## config.mk

```make
export PLATFORM = sky130hd
export DESIGN_NAME = pwvk_kick
export DESIGN_NICKNAME = d
export VERILOG_FILES = /design/src/sv/pwvk_pkg.sv /design/src/sv/pwvk_kick.sv
export SDC_FILE = /design/constraint.sdc
export NUM_CORES = 2
export LEC_CHECK = 0
export ABC_AREA = 1
export BUFFER_PORTS_ARGS = -buffer_cell sky130_fd_sc_hd__buf_2
export CAP_MARGIN = 10
export CORE_MARGIN = 4
export CORE_UTILIZATION = 60
export CTS_CLUSTER_DIAMETER = 100
export CTS_CLUSTER_SIZE = 16
export DETAILED_ROUTE_END_ITERATION = 10
export PLACE_DENSITY = 0.77
export SYNTH_ARGS = -nofsm -noshare
export SYNTH_HDL_FRONTEND = slang
export SYNTH_SLANG_ARGS = --single-unit
export TNS_END_PERCENT = 20
```

## constraint.sdc

```tcl
create_clock -name clock -period 11 [get_ports clock]
set_clock_uncertainty 0.1 [all_clocks]
set_input_delay 1.1 -clock clock [delete_from_list [all_inputs] [get_ports clock]]
set_output_delay 1.1 -clock clock [all_outputs]
set_load 0.01 [all_outputs]
```

## src/sv/pwvk_pkg.sv

```systemverilog
// Shared types and constants for the plasma wave velocity kick block.
// No dependencies; every other file of the block imports this package.
package pwvk_pkg;

   // Fixed field widths and fixed-point formats
   localparam int WORD_W    = 32;
   localparam int NUM_AXES  = 3;
   localparam int PHASE_W   = 40;   // phase in turns, Q0.40
   localparam int QUARTER_W = 38;   // bits below the quadrant
   localparam int QM_FRAC   = 24;   // fraction bits of charge/mass
   localparam int ADDR_W    = 5;    // six 32-bit registers

   typedef logic signed [WORD_W-1:0] word_type;

   // Configuration register indexes (byte address / 4)
   typedef enum logic [2:0] {
      REG_WAVE_X = 3'd0,
      REG_WAVE_Y = 3'd1,
      REG_WAVE_Z = 3'd2,
      REG_AMP_X  = 3'd3,
      REG_AMP_Y  = 3'd4,
      REG_AMP_Z  = 3'd5
   } reg_index_type;

   // Register file contents, element 0 is x
   typedef struct packed {
      logic [NUM_AXES-1:0][WORD_W-1:0] wave;
      logic [NUM_AXES-1:0][WORD_W-1:0] amp;
   } cfg_type;

endpackage

```

## src/sv/pwvk_kick.sv

```systemverilog
// One velocity lane: amp*cos, times charge/mass, add and saturate.
// Stages 6 to 9 of the pipeline; stage 9 is the output register. Depends on pwvk_pkg.
module pwvk_kick import pwvk_pkg::*; #(
   parameter int COS_BITS = 18
) (
   input  logic                clock,
   input  logic [3:0]          en,
   input  logic [COS_BITS-1:0] cos_mag,
   input  logic                cos_neg,
   input  word_type            amp,
   input  word_type            qm,
   input  word_type            vel_in,
   output word_type            vel_out,
   output logic                sat
);

   localparam int FRAC = COS_BITS - 1;
   localparam int CW   = COS_BITS + 1;     // signed cosine
   localparam int PW   = WORD_W + CW;      // amp * cos
   localparam int T_W  = WORD_W + 1;       // rounded Q2.30 term, can reach +2^31
   localparam int TQ_W = T_W + WORD_W;     // term * charge/mass
   localparam int V_W  = TQ_W + 1;
   localparam int S_W  = V_W - QM_FRAC;    // unsaturated velocity
   localparam logic signed [PW:0] T_HALF =
      {{(PW-FRAC+1){1'b0}}, 1'b1, {(FRAC-1){1'b0}}};
   localparam logic signed [V_W-1:0] D_HALF =
      {{(V_W-QM_FRAC){1'b0}}, 1'b1, {(QM_FRAC-1){1'b0}}};
   localparam word_type VEL_MAX = {1'b0, {(WORD_W-1){1'b1}}};
   localparam word_type VEL_MIN = {1'b1, {(WORD_W-1){1'b0}}};

   logic signed [CW-1:0]   cos_val;
   logic signed [PW-1:0]   ac_in, ac_ff;
   logic signed [PW:0]     t_sum;
   logic signed [T_W-1:0]  t_in, t_ff;
   logic signed [TQ_W-1:0] tq_in, tq_ff;
   logic signed [V_W-1:0]  v_sum;
   logic signed [S_W-1:0]  v_full;
   logic [S_W-WORD_W:0]    v_top;
   word_type               vel_out_in, vel_out_ff;
   logic                   sat_in, sat_ff;

   // Stage 6: signed cosine times amplitude
   assign cos_val = cos_neg ? -$signed({1'b0, cos_mag}) : $signed({1'b0, cos_mag});
   assign ac_in   = PW'(amp) * PW'(cos_val);

   always_ff @(posedge clock) begin
      if (en[0]) begin
         ac_ff <= ac_in;
      end
   end

   // Stage 7: round half up back to Q2.30
   assign t_sum = (PW+1)'(ac_ff) + T_HALF;
   assign t_in  = t_sum[FRAC +: T_W];

   always_ff @(posedge clock) begin
      if (en[1]) begin
         t_ff <= t_in;
      end
   end

   // Stage 8: times charge/mass
   assign tq_in = TQ_W'(t_ff) * TQ_W'(qm);

   always_ff @(posedge clock) begin
      if (en[2]) begin
         tq_ff <= tq_in;
      end
   end

   // Stage 9: v + round(tq / 2^24) in one add, then clip to 32 bits
   assign v_sum  = V_W'(tq_ff) + (V_W'(vel_in) <<< QM_FRAC) + D_HALF;
   assign v_full = v_sum[V_W-1:QM_FRAC];
   assign v_top  = v_full[S_W-1:WORD_W-1];

   always_comb begin
      sat_in     = !((&v_top) || !(|v_top));
      vel_out_in = v_full[WORD_W-1:0];
      if (sat_in) begin
         vel_out_in = v_full[S_W-1] ? VEL_MIN : VEL_MAX;
      end
   end

   always_ff @(posedge clock) begin
      if (en[3]) begin
         vel_out_ff <= vel_out_in;
         sat_ff     <= sat_in;
      end
   end

   assign vel_out = vel_out_ff;
   assign sat     = sat_ff;

endmodule

```

==> run summary <==
The delay contributed by the slowest stage of the critical path was 0.73 ns; the wire length of the first global-routing pass was 317,000 µm. The worst pin sits at a relative slew slack of 30.6%. The transition time of the tightest slew-check pin was 1.04 ns. The final sum of negative setup slack is 0 ns. The longest clock path from root to sink contains 2 buffers. Setup violations remaining at the end of the flow were counted as 0. The hold buffer count at CTS is 0. The setup path with the least slack is of type in2reg.

Counting flops with an async set or reset pin after synthesis yields a share of 0%. The end of the worst register-to-register path was tq_ff[51]. In the final layout, the share of cells above drive strength 1 is 3.72%. Among cell families on the critical path, the largest total delay comes from adder cells. Detailed placement finished with a half-perimeter wire length of 165,000 µm. For the worst setup path, the data arrival time is 9.73 ns. The synthesis-stage register bit count was 142. The number of setup buffers added after CTS is 0. Counting flops with a built-in enable in the synthesized netlist gives 142.

The detail route stage leaves a number of antenna-violating nets equal to 0. The deepest level of the CTS H-tree is 4, and the count of buffer and inverter cells on the critical path is 10. Counting every net in the synthesized netlist gives 10,500. The floorplan step defined a core boundary enclosing 112,000 µm².

The number of instances in the synthesized netlist came out at 8,362. Global routing consumed, over all layers together, 34.8% of the routing resources. Cell type of the slowest stage on the worst timing path: nor4_1.

Setup repair after global routing left no endpoint under its margin. The final weighted congestion in routability-driven placement was 1.03; the insertion delay of the later-clocked pin in the worst-skew pair was 0.48 ns. During synthesis, Yosys emitted a total of 0 warnings. Subtracting the final worst setup slack from the clock period gives 9.61 ns.

TritonCTS built the clock tree. The largest area contributor in the netlist was fa_1. The cell depth of the worst setup path is 35, and the number of top-level design ports is 153. After filler insertion, the fill cell instance count of the layout stands at 9,864. Across all register-to-register paths, the minimum setup slack is 2.57 ns. Derived from the worst setup path, the maximum achievable clock frequency is 104 MHz. Across the run, the number of max-cap violations was 0.

The worst setup path is captured at a flip-flop. Sorting the synthesized cells by area gives the leading types as fa_1, inv_1, nand2_1. The multi-input logic area is 53,400 µm². The worst register-to-register path begins at t_ff[24].

Gates resized during post-CTS repair numbered 0. The tools report the final max-slew violation count as 0. The clock sink count is 142. The type of element launching the critical path was an input pin. The sum of routed wire length over all layers is 197,000 µm. After detailed routing, the number of remaining DRC violations is 0.

For the worst setup path, the data required time is 11.12 ns. The die outline area was 119,000 µm². Clock-pin slew was measured on the worst setup and hold paths at 0.07 ns. The detailed router placed 53,600 vias in this run. The first-pass iteration count of the detailed router came out at 6. The die outline width is 345 µm. Of all nets on the critical path, the largest fanout is 34. In this run, the number of DRC markers left after iteration 0 of detailed routing was 3,960. The run gives 10,400 as the post-layout net count. The most used flip-flop cell after synthesis is edfxtp_1. The cell depth of the worst flop-to-flop path was 27. The cell at the root of the clock tree is clkbuf_16. Entering global routing, the biggest net connects 43 pins. The number of global-route vias before repair came out at 58,900. The run finished with clean final reports. In this run the worst hold path is classified as reg2reg. The tools report the portion of the post-synthesis area used by sequential elements as 6.27%. In this run the mean area of a mapped cell was 8.13 µm².

The number of endpoints with negative hold slack in the final report is 0, and the per-cell via count in the routed design is 5.47. The number of antenna violations at the first check in global routing is 6. Buffers placed on the I/O ports in this run total 152.

The synthesized netlist contains 53 unique library cells. Tracing the worst setup path back leads to its startpoint at cos_mag[0]. The share of the synthesized area in the top cell type was 49.9%. Summing every instance area after synthesis gives 68,000 µm². From bottom edge to top edge, the die measures 345 µm. The area growth from synthesis to layout is 3.56%.

In this run the worst setup path terminates at ac_ff[38]. The final critical path takes up 87.4% of the cycle. Post-detailed-route wirelength per cell: 20.1 µm. The floorplan has 123 rows. For the residual overflow from global routing, the log shows 0. The combined flip-flop and latch cell area is 4260 µm², and the number of buffers inserted during clock tree synthesis is 17. Once the floorplan was initialized, standard cells occupied 60.4% of the core.
-- layout make-up --
cell class                 count  area share (%)
antenna                        4          0.0142
clock buffer                  18           0.610
inverter                    2386            12.7
tap                         1500            2.67
multi-input combinational   5504            75.9
clock inverter                14           0.220
sequential                   142            6.06
timing repair buffer         218            1.78
-- logic make-up (layout without fill, tap and decap cells) --
family          after synthesis  count (layout)  synth area share (%)
simple gates               2899            2899                  16.8
buf+inv                    2716            2636                  15.1
fa+ha+maj                  2051            2051                  56.5
compound gates              398             398                  3.32
xor+xnor                    156             156                  2.01
flops                       142             142                  6.27
other cells                   0               4                     0
-- worst reg2reg max path, cell delays in order, from the launching register on --
cell	delay [ns]
edfxtp_1	0.94
buf_4	0.41
nand2_1	0.11
fa_1	0.54
inv_1	0.06
fa_1	0.51
fa_1	0.54
inv_1	0.05
fa_1	0.49
inv_1	0.05
fa_1	0.53
inv_1	0.05
fa_1	0.48
inv_1	0.05
fa_1	0.49
inv_1	0.06
fa_1	0.49
inv_1	0.05
ha_1	0.47
nand2_1	0.14
nor2_1	0.15
inv_1	0.07
nor2_1	0.16
inv_1	0.08
o21ai_0	0.29
a221oi_1	0.12
nand2_1	0.15
xor2_1	0.51
-- cell usage in the layout, fill, tap and decap left out, types with 3 or more instances in the layout --
master / netlist / routed
xor2_1: 104 / 104
or2_2: 17 / 17
nand2_1: 2143 / 2143
nand3_1: 102 / 102
buf_2: 15 / 152
a21oi_1: 186 / 186
nor3_2: 5 / 5
ha_1: 356 / 356
clkinvlp_4: 0 / 3
nand3b_1: 3 / 3
nor2_1: 504 / 504
o311ai_0: 3 / 3
a21o_1: 24 / 24
nand3_2: 7 / 7
a221oi_1: 3 / 3
a31oi_1: 27 / 27
diode_2: 0 / 4
inv_2: 5 / 5
o21a_1: 18 / 18
inv_1: 2375 / 2375
clkbuf_16: 0 / 17
buf_4: 2 / 66
nor4_1: 10 / 10
nand2_2: 10 / 10
xnor2_1: 52 / 52
fa_1: 1695 / 1695
a21boi_0: 8 / 8
nand4_1: 49 / 49
inv_6: 0 / 4
nor3_1: 30 / 30
edfxtp_1: 142 / 142
o21bai_1: 11 / 11
o211ai_1: 8 / 8
o21ai_0: 98 / 98
nor2_2: 8 / 8
clkinv_1: 6 / 7
-- registers in the layout, summed over array words and instances (netlist names) --
signal and cells:
vel_out 32, ac_ff 34, sat 1, tq_ff 42, t_ff 33
-- per-stage QoR --
step                      worst slack, ns  instance area, µm²  cells  utilization [%]  hold WS [ns]
after floorplan                      2.40               68000   8362                -         0.427
after global placement               1.03               69800   9750             62.0         0.452
after detailed placement            0.852               69800   9750             62.0         0.452
after CTS                            1.36               70400   9782             62.6         0.470
after global routing                0.861               70400   9782             62.6         0.497
final                                1.39               70400   9786             62.6         0.476
-- how the worst min path moves through the flow --
stage	startpoint	endpoint	cells after the start
global route	ac_ff[17]	t_ff[0]	1
CTS	ac_ff[17]	t_ff[0]	1
finish	ac_ff[17]	t_ff[0]	1
global placement	ac_ff[17]	t_ff[0]	1
detailed placement	ac_ff[17]	t_ff[0]	1
floorplan	ac_ff[49]	t_ff[32]	1
-- synth_stat cells (3+ instances only) --
master    instances
nand3_1         102
clkbuf_1        298
buf_1             9
ha_1            356
o21bai_1         11
xnor2_1          52
o21a_1           18
o211ai_1          8
buf_2            15
nand4_1          49
or2_2            17
inv_1          2375
fa_1           1695
a21boi_0          8
a21o_1           24
edfxtp_1        142
buf_6             6
nor3_1           30
a31oi_1          27
nor2_1          504
o311ai_0          3
a221oi_1          3
nand3b_1          3
nor4_1           10
nand2_2          10
nand3_2           7
nor3_2            5
o21ai_0          98
nor2_2            8
a21oi_1         186
nand2_1        2143
xor2_1          104
inv_2             5
clkinv_1          6
-- per-layer routing --
layer	routed length [µm]	up-vias	GRT usage [%]
met5	13	-	0
met4	14000	2	20.1
met3	15500	691	5.58
met2	98300	2587	60.4
met1	69200	26800	41.2
li1	-	23500	-
Power is left out: the tool's default activity adds up to more than one toggle a clock period on the data nets, which glitch-free logic cannot reach.
